File: src/hw/rtl/sem_pkg.sv
// Shared types and constants for the RGB Sobel edge magnitude block.
// No dependencies; the other files of the block, all but sem_line_mem, import this package.
`default_nettype none

package sem_pkg;

    localparam int CH_W     = 8;
    localparam int NUM_CH   = 3;
    localparam int PIX_W    = CH_W * NUM_CH;
    localparam int DIM_W    = 11;
    localparam int GRAD_W   = 11;
    localparam int SQ_W     = 22;
    localparam int CFG_AW   = 1;

    localparam int MAX_WIDTH_DEF  = 1024;
    localparam int MAX_HEIGHT_DEF = 1024;

    // Register map of the configuration port.
    localparam logic [CFG_AW-1:0] CFG_FRAME_WIDTH  = 1'b0;
    localparam logic [CFG_AW-1:0] CFG_FRAME_HEIGHT = 1'b1;
    localparam logic [DIM_W-1:0]  DIM_RESET        = 11'd1024;

    typedef logic [PIX_W-1:0]        t_pix;
    typedef t_pix [8:0]              t_win;
    typedef logic signed [2:0]       t_coef;
    typedef logic signed [GRAD_W-1:0] t_grad_val;

    // Sobel kernels, row-major over the 3x3 neighborhood.
    localparam t_coef KERN_X [9] = '{-3'sd1, 3'sd0, 3'sd1,
                                     -3'sd2, 3'sd0, 3'sd2,
                                     -3'sd1, 3'sd0, 3'sd1};
    localparam t_coef KERN_Y [9] = '{-3'sd1, -3'sd2, -3'sd1,
                                      3'sd0,  3'sd0,  3'sd0,
                                      3'sd1,  3'sd2,  3'sd1};

    typedef struct packed {
        t_grad_val [NUM_CH-1:0] gx;
        t_grad_val [NUM_CH-1:0] gy;
        logic                   vld;
    } t_grad;

    typedef struct packed {
        logic [NUM_CH-1:0][CH_W-1:0] mag;
        logic                        done;
    } t_mag;

endpackage

`default_nettype wire

File: src/hw/rtl/sem_isqrt.sv
// Gradient magnitude: squares, then an 8-step bit-by-bit integer square root
// per channel, saturating at 255. Depends on sem_pkg.
`default_nettype none

module sem_isqrt (
    input  wire logic          i_clk,
    input  wire logic          i_rst_n,
    input  wire sem_pkg::t_grad i_grad,
    output sem_pkg::t_mag      o_mag
);
    import sem_pkg::*;

    logic                         r_busy;
    logic                         r_done;
    logic [CH_W-1:0]              r_bit;
    logic [NUM_CH-1:0][SQ_W-1:0]  r_sum;
    logic [NUM_CH-1:0][CH_W-1:0]  r_root;

    logic [NUM_CH-1:0][SQ_W-1:0]  n_sum;
    logic [NUM_CH-1:0][CH_W-1:0]  n_root;

    always_comb begin
        logic signed [SQ_W-1:0] sqx;
        logic signed [SQ_W-1:0] sqy;
        logic [CH_W-1:0]        t;
        logic [2*CH_W-1:0]      tt;
        n_sum  = r_sum;
        n_root = r_root;
        for (int ch = 0; ch < NUM_CH; ch++) begin
            sqx = SQ_W'($signed(i_grad.gx[ch])) * SQ_W'($signed(i_grad.gx[ch]));
            sqy = SQ_W'($signed(i_grad.gy[ch])) * SQ_W'($signed(i_grad.gy[ch]));
            t   = r_root[ch] | r_bit;
            tt  = (2*CH_W)'(t) * (2*CH_W)'(t);
            if (i_grad.vld) begin
                n_sum[ch]  = unsigned'(sqx) + unsigned'(sqy);
                n_root[ch] = '0;
            end else if (r_busy && (SQ_W'(tt) <= r_sum[ch])) begin
                n_root[ch] = t;
            end
        end
    end

    always_ff @(posedge i_clk) begin
        if (!i_rst_n) begin
            r_busy <= 1'b0;
            r_done <= 1'b0;
            r_bit  <= '0;
        end else begin
            r_done <= r_busy && (r_bit == CH_W'(1));
            if (i_grad.vld) begin
                r_busy <= 1'b1;
                r_bit  <= {1'b1, {(CH_W-1){1'b0}}};
            end else if (r_busy) begin
                r_bit <= r_bit >> 1;
                if (r_bit == CH_W'(1)) begin
                    r_busy <= 1'b0;
                end
            end
        end
        r_sum  <= n_sum;
        r_root <= n_root;
    end

    assign o_mag.mag  = r_root;
    assign o_mag.done = r_done;

endmodule

`default_nettype wire

File: config.mk
export PLATFORM = sky130hd
export DESIGN_NAME = sem_isqrt
export DESIGN_NICKNAME = d
export VERILOG_FILES = /design/src/hw/rtl/sem_pkg.sv /design/src/hw/rtl/sem_isqrt.sv
export SDC_FILE = /design/constraint.sdc
export NUM_CORES = 2
export LEC_CHECK = 0
export BUFFER_PORTS_ARGS = -buffer_cell sky130_fd_sc_hd__buf_2
export CAP_MARGIN = 0
export CORE_ASPECT_RATIO = 0.9
export CORE_UTILIZATION = 50
export CTS_CLUSTER_SIZE = 12
export DETAILED_ROUTE_END_ITERATION = 7
export GPL_TIMING_DRIVEN = 0
export PLACE_DENSITY = 0.68
export SLEW_MARGIN = 10
export SYNTH_ARGS = -nofsm -noshare
export SYNTH_HDL_FRONTEND = slang
export SYNTH_SLANG_ARGS = --single-unit
File: constraint.sdc
create_clock -name i_clk -period 8.7 [get_ports i_clk]
set_input_delay 0.435 -clock i_clk [delete_from_list [all_inputs] [get_ports i_clk]]
set_output_delay 0.435 -clock i_clk [all_outputs]
set_load 0.005 [all_outputs]
**Yosys cells after proc, flatten, opt, wreduce, memory -nomap -nowiden**

Index checks and enable logic that the tools add are counted.

- Output and inout bits: 25
- Bits of input ports: 69
- Logic and storage cells: 41
- Flip-flop bits (word level): 100

- $mul: 9
- Magnitude comparators: 3
- Muxes and demuxes: 5
- Add/sub/neg operators: 3
- Reduce and logical (&&, ||, !) cells: 6
- Bitwise gates (word level): 4
- Eq/ne operators: 1

Operator list:

| cell | number |
|---|---|
| $mul A11 B11 Y22 | 6 |
| $add A22 B22 Y22 | 3 |
| $le A16 B22 Y1 | 3 |
| $mul A8 B8 Y16 | 3 |
| $or A8 B8 Y8 | 3 |
| $mux W8 | 2 |
| $eq A8 B1 Y1 const B | 1 |
| $logic_and A1 B1 Y1 | 4 |
| $mux W1 | 3 |
| $reduce_bool A2 Y1 | 1 |
| $reduce_or A2 Y1 | 1 |
| $not A1 Y1 | 1 |

**Longest topological paths before layout**

- Word-level depth: 4
- Mapped depth: 25
- Depth with buffers taken out: 24

**Worst setup path after synthesis**

Ideal clock, no wire load.

- Kind: input to register
- Start: input i_grad[57] (netlist bit)
- End: register r_sum[64] (netlist bit), data pin
- Required time: 8.435 ns
- Path buffers: 1
- Stages: 22
- Library setup time: 0.265 ns
- Data arrival time: 6.145 ns
- Slack: 2.290 ns
- Cell sequence: clkbuf_1 > nand2_1 > inv_1 > fa_1 > fa_1 > inv_1 > fa_1 > inv_1 > fa_1 > fa_1 > fa_1 > inv_1 > fa_1 > inv_1 > ha_1 > o21ai_0 > a21boi_0 > o21ai_0 > nor2_1 > a211oi_1 > o21ai_0 > xor2_1

- Word-level cells in the longest chain between the ends: 2

RTL lines:

| item | RTL line | source |
|---|---|---|
| start, declared | sem_isqrt.sv:8 | `input wire sem_pkg::t_grad i_grad,` |
| $mul A11 B11 Y22 | sem_isqrt.sv:30 | `sqx = SQ_W'($signed(i_grad.gx[ch])) * SQ_W'($signed(i_grad.gx[ch]));` |
| $add A22 B22 Y22 | sem_isqrt.sv:35 | `n_sum[ch] = unsigned'(sqx) + unsigned'(sqy);` |
| end signal, assigned | sem_isqrt.sv:60 | `r_sum <= n_sum;` |
| end, declared | sem_isqrt.sv:16 | `logic [NUM_CH-1:0][SQ_W-1:0] r_sum;` |

No other way between the ends.
A chain may end at the register's enable or synchronous reset.

**Final worst setup path**

Ends and elaborated chain as after synthesis.

==> run summary <==
In this run the critical register-to-register path is launched from r_bit[4]. STA classifies the critical path startpoint as an input pin. The detailed router placed 23200 vias in this run.

The number of antenna violations at the first check in global routing came out at 3. The cell count after synthesis is 3681. Setup repair after global routing left no endpoint under its margin. Ranked by total cell area, the synthesized netlist is headed by fa_1 45%, ha_1 14%, inv_1 12%.

Counting I/O delays and the setup requirement, the final critical path takes 7150 ps. In this run the tightest slew margin relative to its limit is 22.0%. The area growth from synthesis to final layout is 5.52%, and the floorplan core area is 68700 µm². For this run, the register share of the synthesized area comes to 7.65%. For this run, the leading register cell type out of synthesis is edfxtp_1. TritonCTS built the clock tree. After floorplanning, the core was divided into 91 placement rows.

The area enclosed by the die boundary came out at 70700 µm². For the clock sink count, the log shows 100. Most common cell after layout, fill and taps aside: inv_1. For this configuration, the core starts out at a cell density of 50.7%. Wire segments on met3 add up to 4560 µm in the final route. Max-slew violation count: 0.

The logs give 0 for the final number of hold-violating endpoints and 360 ps for the clock network latency to the later pin of the worst-skew pair. The number of flops mapped to enable cells by yosys was 66; the via count of the first global-routing pass was 24500. At the worst endpoint, the arrival time is 7250 ps. The first detailed-routing pass ran for 5 iterations. The count of buffers added on input and output ports is 82.

The share of the synthesized area in the top cell type is 44.9%, and the number of synthesized register bits is 100. The largest buffer count on any clock path was 2. The height of the die was 252 µm; the count of max-cap constraint violations was 0. For the placer's final routability congestion estimate, the log shows 0.903. The first global-routing pass estimated 120000 µm of wire. The combined global-route utilization of all metal layers came out at 20.8%. Total half-perimeter wirelength after legalization and detailed placement: 61000 µm.

Across all register-to-register paths, the minimum setup slack is 1870 ps. The run finished with clean final reports. After detailed routing, the average wire length per cell comes to 14.4 µm. For the count of yosys warnings during synthesis, the log shows 0. The logs give 14.9 ps for the setup skew after layout and 0 for the post-CTS setup repair buffer count.

Critical path's slowest cell: fa_1. The hold path endpoint was r_sum[4]. After global routing the overflow that remains totals 0. For the number of different library cells in the post-synthesis netlist, the log shows 62.

The most numerous cell on the critical path was fa_1. The tools report the required time at the worst-slack endpoint as 8800 ps. In the final timing run, aggregate negative setup slack is 0 ps. Static timing analysis puts the maximum clock frequency at 0.140 GHz. 94 I/O pins were placed. The wire length on met2 came out at 30800 µm. Counting the buffers created by CTS gives 9. At the pin with the least slew margin, the transition time is 1160 ps. Entering global routing, the biggest net connects 67 pins. The tools report the clock tree root driver cell as clkbuf_16.

Summed over all layers, the routed wires come to 67900 µm. STA classifies the critical path endpoint as a register. Of all flip-flops after synthesis, the portion carrying an async set or reset was 0%. The number of cells upsized or downsized after cts is 0, and the synthesized area is 34800 µm². Of the available clock period, the critical path in the final layout requires 82.2%.

In the final design database the tool counted 5018 nets. Path category of the worst min-delay check: input pin to register. The critical path goes through buf_2, clkbuf_1, nand2_1, inv_1, fa_1, fa_1, inv_1, fa_1, inv_1, fa_1, fa_1, fa_1, inv_1, fa_1, inv_1, ha_1, o21ai_0, a21boi_0, o21ai_0, nor2_1, a211oi_1, o21ai_0, xor2_1. The tools report the end of the worst register-to-register path as o_mag[3]. The startpoint identified for the worst hold timing path is i_grad[0]. After clock tree synthesis, the clock-pin slew on the worst setup and hold paths is 80 ps. Leaving out fill and tap cells, the most frequent cells in the layout are 1154 x inv_1, 781 x fa_1, 390 x ha_1, 207 x nor2_1, 206 x nand2_1. The maximum cell stage delay along the critical path came out at 670 ps.

The most critical setup path has its startpoint at i_grad[57]. The fraction of layout instances using a drive strength above 1 was 3.94%; the detailed-route vias per instance was 4.93. The category of the most critical setup path is input pin to register. The run gives 31800 µm as the wire length on met1. Cell type contributing the most total cell area after synthesis: fa_1. In the routed design, unresolved DRC markers number 0.

The H-tree generated during clock tree synthesis spans 3 levels. In this run the horizontal extent of the chip is 280 µm. Along the worst path, the maximum fanout reaches 10.

Once detail routing completed, the nets flagged for antenna violations numbered 0. The tools report the final number of setup-violating endpoints as 0. In this run, the number of DRC markers left after iteration 0 of detailed routing was 1391.

The cell depth of the worst min-delay path is 1. The hold buffer count at cts is 0, and the antenna diode count is 0. The highest routing layer actually used is met5.

The cell count of the worst reg-to-reg path is 21. In this run the mean area of a mapped cell was 9.46 µm².
## stage by stage
| step | worst slack [ps] | std cells | util [%] | hold slack [ps] | instance area (µm²) |
|---|---|---|---|---|---|
| after floorplan | 2290 | 3684 | - | 547 | 34800 |
| after global placement | 1330 | 4696 | 53.0 | 577 | 36400 |
| after detailed placement | 1250 | 4697 | 53.1 | 577 | 36400 |
| after CTS | 1590 | 4713 | 53.5 | 304 | 36700 |
| after global routing | 1060 | 4713 | 53.5 | 302 | 36700 |
| final | 1550 | 4713 | 53.5 | 311 | 36700 |
## critical path: cells and delay by family
family	cells	cell delay, ps
simple gates	2	270
buf+inv	7	1100
fa+ha+maj	8	3910
xor+xnor	1	160
compound gates	5	1370
## kinds of logic (layout without fill, tap and decap cells)
family                   count (synthesis)  count (layout)  share of synthesized area (%)
other                                    1               4                         0.0108
buffers and inverters                 1230            1329                           13.3
flip-flops                             100             100                           7.65
multiplexers                            10              10                          0.287
XOR/XNOR                               170             170                           4.35
AND/OR/NAND/NOR                        711             711                           9.74
AO/OA/AOI/OAI                          288             288                           5.78
adder cells (fa/ha/maj)               1171            1171                           58.9
## registers in the layout, summed over array words and instances, names as in the netlist
signal and flops:
r_bit 8, o_mag 24, r_sum 66, r_busy 1, r_done 1
## how the worst max path moves through the flow
stage | to | slack, ps | cells after the start
floorplan | r_sum[64] | 2290 | 22
global route | r_sum[64] | 1060 | 23
global placement | r_sum[64] | 1330 | 23
detailed placement | r_sum[64] | 1250 | 23
finish | r_sum[64] | 1550 | 23
CTS | r_sum[64] | 1590 | 23
## Yosys cell counts, types with 13 or more instances
cell	number
inv_1	1154
fa_1	781
ha_1	390
nor2_1	207
nand2_1	206
xnor2_1	125
and2_1	111
a21oi_1	84
clkbuf_1	74
nor2b_1	72
edfxtp_1	66
xor2_1	43
o21ai_0	42
a21o_1	38
dfxtp_1	34
nor3_1	31
a211oi_2	24
nand3_1	14
and3_1	13
o21bai_1	13
o22ai_1	13
## layer usage
| layer | vias to the layer above | global-route usage (%) |
|---|---|---|
| met1 | 11600 | 30.9 |
| met2 | 501 | 33.0 |
| li1 | 11100 | - |
| met5 | - | 0 |
| met3 | 47 | 3.41 |
| met4 | 4 | 2.50 |
## final cells by class
type | count | area, µm²
Inverter | 1154 | 4330
Fill cell | 6277 | 31900
Timing Repair Buffer | 83 | 440
Buffer | 76 | 289
Multi-Input combinational cell | 2354 | 27600
Sequential cell | 100 | 2660
Tap cell | 930 | 1160
Clock buffer | 9 | 225
Clock inverter | 7 | 75.1
Power is left out: the tool's default activity adds up to more than one toggle a clock period on the data nets, which glitch-free logic cannot reach.
