$ cat config.mk
export PLATFORM = sky130hd
export DESIGN_NAME = sem_grad
export DESIGN_NICKNAME = d
export VERILOG_FILES = /design/src/hw/rtl/sem_pkg.sv /design/src/hw/rtl/sem_grad.sv
export SDC_FILE = /design/constraint.sdc
export NUM_CORES = 1
export LEC_CHECK = 0
export BUFFER_PORTS_ARGS = -buffer_cell sky130_fd_sc_hd__buf_2
export CORE_ASPECT_RATIO = 0.8
export CORE_UTILIZATION = 50
export CTS_BUF_LIST = sky130_fd_sc_hd__clkbuf_4 sky130_fd_sc_hd__clkbuf_8
export CTS_CLUSTER_SIZE = 8
export DETAILED_ROUTE_END_ITERATION = 16
export PLACE_DENSITY = 0.77
export SLEW_MARGIN = 0
export SYNTH_ARGS = -nofsm -noshare
export SYNTH_HDL_FRONTEND = slang
export SYNTH_SLANG_ARGS = --single-unit
$ cat constraint.sdc
create_clock -name i_clk -period 9.6 [get_ports i_clk]
set_input_delay 0.48 -clock i_clk [delete_from_list [all_inputs] [get_ports i_clk]]
set_output_delay 0.48 -clock i_clk [all_outputs]
set_load 0.03 [all_outputs]
$ cat src/hw/rtl/sem_pkg.sv
// Shared types and constants for the RGB Sobel edge magnitude block.
// No dependencies; the other files of the block, all but sem_line_mem, import this package.
`default_nettype none

package sem_pkg;

    localparam int CH_W     = 8;
    localparam int NUM_CH   = 3;
    localparam int PIX_W    = CH_W * NUM_CH;
    localparam int DIM_W    = 11;
    localparam int GRAD_W   = 11;
    localparam int SQ_W     = 22;
    localparam int CFG_AW   = 1;

    localparam int MAX_WIDTH_DEF  = 1024;
    localparam int MAX_HEIGHT_DEF = 1024;

    // Register map of the configuration port.
    localparam logic [CFG_AW-1:0] CFG_FRAME_WIDTH  = 1'b0;
    localparam logic [CFG_AW-1:0] CFG_FRAME_HEIGHT = 1'b1;
    localparam logic [DIM_W-1:0]  DIM_RESET        = 11'd1024;

    typedef logic [PIX_W-1:0]        t_pix;
    typedef t_pix [8:0]              t_win;
    typedef logic signed [2:0]       t_coef;
    typedef logic signed [GRAD_W-1:0] t_grad_val;

    // Sobel kernels, row-major over the 3x3 neighborhood.
    localparam t_coef KERN_X [9] = '{-3'sd1, 3'sd0, 3'sd1,
                                     -3'sd2, 3'sd0, 3'sd2,
                                     -3'sd1, 3'sd0, 3'sd1};
    localparam t_coef KERN_Y [9] = '{-3'sd1, -3'sd2, -3'sd1,
                                      3'sd0,  3'sd0,  3'sd0,
                                      3'sd1,  3'sd2,  3'sd1};

    typedef struct packed {
        t_grad_val [NUM_CH-1:0] gx;
        t_grad_val [NUM_CH-1:0] gy;
        logic                   vld;
    } t_grad;

    typedef struct packed {
        logic [NUM_CH-1:0][CH_W-1:0] mag;
        logic                        done;
    } t_mag;

endpackage

`default_nettype wire

$ cat src/hw/rtl/sem_grad.sv
// Sobel Gx/Gy for the three channels of a masked 3x3 window, registered.
// Depends on sem_pkg.
`default_nettype none

module sem_grad (
    input  wire logic         i_clk,
    input  wire logic         i_rst_n,
    input  wire logic         i_en,
    input  wire sem_pkg::t_win i_win,
    output sem_pkg::t_grad    o_grad
);
    import sem_pkg::*;

    t_grad n_grad;

    always_comb begin
        t_grad_val ax;
        t_grad_val ay;
        t_grad_val v;
        n_grad = '0;
        for (int ch = 0; ch < NUM_CH; ch++) begin
            ax = '0;
            ay = '0;
            for (int k = 0; k < 9; k++) begin
                v  = $signed(GRAD_W'(i_win[k][PIX_W-1-CH_W*ch -: CH_W]));
                ax = ax + GRAD_W'(KERN_X[k]) * v;
                ay = ay + GRAD_W'(KERN_Y[k]) * v;
            end
            n_grad.gx[ch] = ax;
            n_grad.gy[ch] = ay;
        end
        n_grad.vld = i_en;
    end

    always_ff @(posedge i_clk) begin
        if (!i_rst_n) begin
            o_grad.vld <= 1'b0;
        end else begin
            o_grad.vld <= n_grad.vld;
        end
        if (i_en) begin
            o_grad.gx <= n_grad.gx;
            o_grad.gy <= n_grad.gy;
        end
    end

endmodule

`default_nettype wire

==> Word-level counts from Yosys, hierarchy flattened <==
Cells that the tools add are included.
{ "classes": {"add_sub_neg": 45} }
{ "op_table": {"columns": ["operator", "n"], "rows": [
  ["adder 11 bit", 12],
  ["adder 11 x 9 -> 11 bit", 12],
  ["negator 8 -> 11 bit", 9],
  ["adder 11 x 10 -> 11 bit", 6],
  ["negator 8 -> 10 bit", 6]
]} }
{ "totals": {"register_bits": 67, "input_bits": 219, "output_inout_bits": 67} }

==> Depth between registers and ports, before layout <==
Gate-level depths: netlist (run 1).
{ "logic_depth": {"word_depth": 6, "ltp_mapped": 18} }

==> Worst setup path before layout (run 1) <==
Ideal clock, no wire load.
{ "synth_timing": {"kind": "input to register", "start": "input i_win[16] (netlist bit)", "end": "register o_grad[11] (netlist bit), data pin", "arrival_ns": 3.941, "setup_slack_ns": 5.393, "path_stages": 15, "cell_sequence": "inv_1 -> ha_1 -> or4b_4 -> nor2_1 -> xnor2_1 -> fa_1 -> inv_1 -> fa_1 -> fa_1 -> inv_1 -> ha_1 -> o21ai_0 -> a21oi_1 -> o41ai_1 -> xnor2_1"} }
{ "synth_lines": {"columns": ["item", "line", "rtl"], "rows": [
  ["from (decl)", "sem_grad.sv:9", "input wire sem_pkg::t_win i_win,"],
  ["to (decl)", "sem_grad.sv:10", "output sem_pkg::t_grad o_grad"]
]} }

==> results of run 1 <==
## layout make-up
class                      instances  area (um2)  share of cell area
timing repair buffer             262        1310               0.108
inverter                         334        1250               0.103
clock inverter                     7        62.6             0.00516
antenna                            7        17.5             0.00145
tap                              264         330              0.0273
sequential                        64        1910               0.158
multi-input combinational        615        7100               0.586
clock buffer                       9         124              0.0102
## through the flow
step | total power [mW] | hold slack [ns] | setup WS (ns)
6_report | 3.03 | 0.319 | 5.13
5_1_grt | 3.34 | 0.334 | 4.89
4_1_cts | 3.05 | 0.291 | 5.17
3_5_place_dp | 2.80 | 0.699 | 4.76
3_3_place_gp | 2.71 | 0.692 | 4.91
2_1_floorplan | 2.27 | 0.592 | 5.39
## per-layer routing
layer,vias to the layer above,share of wire,global-route usage
li1,3602,-,-
met1,3609,0.42,0.291
met2,220,0.49,0.394
met3,36,0.068,0.0445
met4,0,0.025,0.0721
met5,-,0,0
## path summary, 6_finish.rpt
path	startpoint	endpoint	slack, ns
setup / recovery	i_win[8]	o_grad[55]	5.13
hold / removal	i_rst_n	o_grad[0]	0.32
## cell usage in the layout (no fill, tap or decap), types with 3 or more instances in the layout
master and count:
o41ai_1 12, inv_1 334, or3_1 4, a21o_1 7, nand3b_1 3, nor4_1 10, diode_2 7, xor2_1 21
nor2b_1 13, a21oi_1 12, nor3_1 22, nand2_1 22, xnor2_1 92, edfxtp_1 63, nor2_1 61, nand2b_1 5
a211oi_1 7, nor3b_1 5, ha_1 93, fa_1 186, clkbuf_8 9, o21ai_0 22, or4_1 4, buf_2 261
## power by group through the flow
stage | combinational [mW] | sequential, mW | clock (mW)
after global routing | 2.46 | 0.633 | 0.254
final | 2.17 | 0.620 | 0.236
after global placement | 2.08 | 0.625 | 0
after floorplan | 1.38 | 0.894 | 0
after CTS | 2.19 | 0.622 | 0.246
after detailed placement | 2.18 | 0.623 | 0
## logic make-up (layout without fill, tap and decap cells)
| family | Yosys count | after routing | synth area share |
|---|---|---|---|
| AOI/OAI and AO/OA | 64 | 64 | 0.0396 |
| DFF | 64 | 64 | 0.186 |
| xor gates and xnor gates | 114 | 114 | 0.0984 |
| and+or+nand+nor | 158 | 158 | 0.0771 |
| buffers and inverters | 337 | 612 | 0.124 |
| adders and majority gates | 279 | 279 | 0.475 |
| other | 0 | 7 | 0 |
## critical path: stages
cell and delay, ns:
buf_2 0.16, inv_1 0.06, ha_1 0.24, xnor2_1 0.33, inv_1 0.12, fa_1 0.52
inv_1 0.05, fa_1 0.47, inv_1 0.05, fa_1 0.55, inv_1 0.05, ha_1 0.22
inv_1 0.07, fa_1 0.21, nor2b_1 0.06, o21ai_0 0.25, a21oi_1 0.15, o41ai_1 0.40
xnor2_1 0.11
==> impl_table.tex, run 1 <==
\begin{tabular}{lr}
\hline
Metric & Value \\
\hline
\multicolumn{2}{l}{\textbf{Layout}} \\
Largest reg by FF count & o\_grad \\
Number of flip-flops under the largest register name & 64 \\
Post-route cell area & 12,100 um2 \\
Biggest regs & o\_grad (64) \\
Number of standard cells in the final layout excluding fillers & 1,562 \\
Final \#Nets & 1,784 \\
Fill count & 1,698 \\
Layout cell share with drive strength beyond 1 & 0.218 \\
Post-synthesis to final-layout area growth & 17.7\% \\
Post-layout utilization of the core & 0.607 \\
\multicolumn{2}{l}{\textbf{Worst setup path}} \\
Arrival time at the worst endpoint & 4.58 ns \\
Start-to-end type of the worst setup path & in2reg \\
Worst setup EP type & flop \\
Startpoint Class & input pin \\
Data required time of the worst path & 9.71 ns \\
Largest fanout on the critical path & 4 \\
\multicolumn{2}{l}{\textbf{Floorplan}} \\
Die width & 162 um \\
Initial Util & 0.515 \\
Die outline height & 130 um \\
Boundary Pins & 286 \\
Core Region & 20,000 um2 \\
Full die area & 21,200 um2 \\
Standard-cell rows & 46 \\
\multicolumn{2}{l}{\textbf{Power and ir drop}} \\
Switching power & 1.43 mW \\
Pleak & 6.21 nW \\
Power density normalized to cell area & 250 nW/um2 \\
Clock Power Share & 0.078 \\
Combinational share of power & 0.717 \\
Sequential share of power & 0.205 \\
Worst voltage drop across the vdd grid & 0.142 mV \\
Switch share & 0.473 \\
Internal Power & 1.59 mW \\
\multicolumn{2}{l}{\textbf{Placed design}} \\
I/O Buffers & 261 \\
Hpwl dp & 20,300 um \\
Placed Instances & 1,539 \\
Post-Place Cell Area & 11,900 um2 \\
Routability congestion estimate & 0.929 \\
\multicolumn{2}{l}{\textbf{Drt}} \\
Total number of vias & 7,467 \\
WL per Instance & 14.5 um \\
Total wirelength of the detailed-routed design & 22,700 um \\
TritonRoute pass-1 iters & 4 \\
Vias per std cell & 4.78 \\
DRC & 0 \\
Post-detailed-route count of antenna-violating nets & 0 \\
Detailed Route Iter0 Violations & 327 \\
\multicolumn{2}{l}{\textbf{Synth}} \\
EDFF count, synth & 63 \\
Most frequent cells after synthesis & inv\_1 (334), fa\_1 (186), ha\_1 (93) \\
FFs w/ async S/R, synth & 0 \\
Number of standard cells after synthesis & 1,016 \\
Synthesized area per cell & 10.1 um2 \\
Seq cells post-synth & 64 \\
Top cell type's share of synthesized area & 0.362 \\
Sequential cell area fraction in the yosys report & 0.186 \\
Most frequently used cell type in the post-synthesis netlist & inv\_1 \\
Net count of the mapped netlist & 1,514 \\
Ys Warns & 0 \\
Commonest register cell after synthesis & edfxtp\_1 \\
Netlist cell types & 32 \\
Library cell with the largest summed area after synthesis & fa\_1 \\
Top post-synthesis cells by area & fa\_1 (36\%), edfxtp\_1 (18\%), inv\_1 (12\%), ha\_1 (11\%), xnor2\_1 (7.8\%) \\
Post-Synthesis Cell Area & 10,300 um2 \\
\multicolumn{2}{l}{\textbf{Run status}} \\
Outcome & completed \\
\multicolumn{2}{l}{\textbf{Timing}} \\
Measured slew at the worst slew-check pin & 1.18 ns \\
Worst max-slew margin expressed relative to the limit & 0.203 \\
Final Max Slew Viols & 0 \\
Final hold violation count & 0 \\
Setup TNS after final layout & 0 ns \\
Final Cycle Share & 0.465 \\
RSZ-0062 raised after global routing & no \\
Final setup violating endpoints & 0 \\
Upper clock frequency limit & 224 MHz \\
Final worst path period need & 4.47 ns \\
\multicolumn{2}{l}{\textbf{Clock network}} \\
Number of buffers inserted to repair setup after CTS & 0 \\
CTS clk-pin slew, worst paths & 0.08 ns \\
Buffer cell driving the clock tree root & clkbuf\_8 \\
Number of buffers on the longest clock path & 2 \\
Count of instances resized after the clock tree is built & 0 \\
TritonCTS clock tree & done \\
CTS sink count & 64 \\
Hold bufs inserted after CTS & 0 \\
Total CTS buffers & 9 \\
Total number of H-tree levels & 3 \\
\multicolumn{2}{l}{\textbf{Global routing}} \\
Largest net degree at the start of global routing & 65 \\
Tot GR Track Use & 0.228 \\
Initial antenna violation count & 6 \\
Global route total overflow & 0 \\
Via count of the first global-routing pass & 7,900 \\
Global-route wire length before repair & 36,800 um \\
\multicolumn{2}{l}{\textbf{Worst hold path}} \\
Cell depth of the worst min-delay path & 2 \\
Worst hold path type & in2reg \\
\multicolumn{2}{l}{\textbf{Flow run}} \\
Maximum capacitance violations & 0 \\
\hline
\end{tabular}
(Power assumes the default switching activity.)
==> inputs of run 2 (changes only) <==
- PLACE_DENSITY: 0.77 -> 0.8
- clock period: 9.6 -> 4.1 ns (I/O delays scaled with it)
==> impl_table.tex, run 2 (synthesized netlist as in run 1, its figures left out) <==
\begin{tabular}{lr}
\hline
Metric & Value \\
\hline
\multicolumn{2}{l}{\textbf{Drt}} \\
WL per Instance & 14.8 um \\
DRC & 0 \\
Vias per std cell & 4.81 \\
Total wirelength of the detailed-routed design & 23,800 um \\
Post-detailed-route count of antenna-violating nets & 0 \\
Detailed Route Iter0 Violations & 365 \\
Total number of vias & 7,736 \\
TritonRoute pass-1 iters & 5 \\
\multicolumn{2}{l}{\textbf{Timing}} \\
Worst Hold Slack & 0.0486 ns \\
Final Cycle Share & 0.967 \\
Upper clock frequency limit & 252 MHz \\
Measured slew at the worst slew-check pin & 0.776 ns \\
Final setup violating endpoints & 0 \\
RSZ-0062 raised after global routing & no \\
Final hold violation count & 0 \\
Final Max Slew Viols & 0 \\
Worst max-slew margin expressed relative to the limit & 0.483 \\
Final worst path period need & 3.96 ns \\
\multicolumn{2}{l}{\textbf{Clock network}} \\
Total CTS buffers & 9 \\
Buffer cell driving the clock tree root & clkbuf\_8 \\
Total number of H-tree levels & 3 \\
CTS clk-pin slew, worst paths & 0.09 ns \\
Number of buffers on the longest clock path & 2 \\
Number of buffers inserted to repair setup after CTS & 0 \\
CTS sink count & 64 \\
Count of instances resized after the clock tree is built & 0 \\
Hold bufs inserted after CTS & 0 \\
TritonCTS clock tree & done \\
\multicolumn{2}{l}{\textbf{Worst setup path}} \\
Start-to-end type of the worst setup path & in2reg \\
Startpoint of the most critical setup path & i\_win[16] \\
Startpoint Class & input pin \\
Data required time of the worst path & 4.20 ns \\
Worst setup EP type & flop \\
Largest fanout on the critical path & 3 \\
Arrival time at the worst endpoint & 4.06 ns \\
\multicolumn{2}{l}{\textbf{Floorplan}} \\
Boundary Pins & 286 \\
Die width & 162 um \\
Core Region & 20,000 um2 \\
Initial Util & 0.515 \\
Standard-cell rows & 46 \\
Die outline height & 130 um \\
Full die area & 21,200 um2 \\
\multicolumn{2}{l}{\textbf{Run status}} \\
Outcome & completed \\
\multicolumn{2}{l}{\textbf{Power and ir drop}} \\
Total power after layout & 7.60 mW \\
Sequential share of power & 0.192 \\
Internal Power & 4.13 mW \\
Switching power & 3.47 mW \\
Pleak & 6.48 nW \\
Switch share & 0.456 \\
Worst voltage drop across the vdd grid & 0.364 mV \\
Clock Power Share & 0.093 \\
Combinational share of power & 0.714 \\
Power density normalized to cell area & 606 nW/um2 \\
\multicolumn{2}{l}{\textbf{Layout}} \\
Layout cell share with drive strength beyond 1 & 0.247 \\
Largest reg by FF count & o\_grad \\
Most common library cell in the layout ignoring fill and taps & inv\_1 \\
Number of flip-flops under the largest register name & 64 \\
Number of standard cells in the final layout excluding fillers & 1,607 \\
Fill count & 1,608 \\
Post-synthesis to final-layout area growth & 21.9\% \\
Biggest regs & o\_grad (64) \\
Final \#Nets & 1,831 \\
Leading cell types in the layout, fill and taps excluded & inv\_1 (334), buf\_2 (261), fa\_1 (186) \\
\multicolumn{2}{l}{\textbf{Global routing}} \\
Initial antenna violation count & 6 \\
Via count of the first global-routing pass & 7,749 \\
Global route total overflow & 0 \\
Tot GR Track Use & 0.235 \\
Global-route wire length before repair & 37,300 um \\
Largest net degree at the start of global routing & 34 \\
\multicolumn{2}{l}{\textbf{Placed design}} \\
Hpwl dp & 21,300 um \\
Placed Instances & 1,586 \\
Routability congestion estimate & 0.944 \\
I/O Buffers & 261 \\
\multicolumn{2}{l}{\textbf{Worst hold path}} \\
Worst hold path type & in2reg \\
Worst min-delay path startpoint & i\_rst\_n \\
\multicolumn{2}{l}{\textbf{Flow run}} \\
Maximum capacitance violations & 0 \\
\hline
\end{tabular}
run 2: cell types whose count changed in the layout (fill, tap and decap cells not counted), sizes merged:
cell,change
bufinv,+2
buf,+47
clkinv,-3
clkinvlp,-1
diode,-2
clkbuf,+2
run 2: power groups by stage:
stage	Clock, mW	Combinational, mW	Sequential, mW
after floorplan	0	3.22	2.09
after CTS	0.723	5.43	1.46
after detailed placement	0	5.40	1.47
after global placement	0	5.14	1.47
final	0.710	5.43	1.46
after global routing	0.744	6.06	1.49
run 2: critical path: stages:
cell     delay (ns)
buf_2          0.11
inv_1          0.05
ha_1           0.22
or4b_4         0.51
nor2_1         0.13
xnor2_1        0.21
fa_1           0.47
inv_1          0.07
fa_1           0.44
fa_1           0.55
inv_1          0.04
ha_1           0.30
o21ai_0        0.09
nor2_1         0.08
o41ai_1        0.47
xnor2_1        0.12
run 2: worst paths after layout:
check / cells past startpoint / endpoint / slack [ns]
max: 16 / o_grad[10] / 0.14
min: 2 / o_grad[0] / 0.05
run 2: layout make-up:
type                    count  area [um2]  share of cell area
well taps                 264         330              0.0263
clock buffers              11         151              0.0121
clock inverters             5         103             0.00818
inverters                 334        1250               0.100
repair buffers            309        1670               0.133
diodes                      5        12.5            0.000998
flip-flops and latches     64        1910               0.152
multi-input cells         615        7110               0.567
run 2: stage by stage:
stage	worst slack (ns)	setup TNS, ns	util	area, um2
after floorplan	0.168	0	-	10300
after global placement	-0.0868	-0.168	0.614	12300
after detailed placement	-0.204	-1.41	0.614	12300
after CTS	0.208	0	0.627	12500
after global routing	0.000854	0	0.627	12500
final	0.135	0	0.628	12500
run 2: per-layer routing:
layer | GRT usage | share of wire | vias up
li1 | - | - | 3701
met1 | 0.295 | 0.42 | 3724
met2 | 0.399 | 0.49 | 269
met3 | 0.0540 | 0.064 | 40
met4 | 0.0816 | 0.025 | 2
met5 | 0 | 0.00051 | -
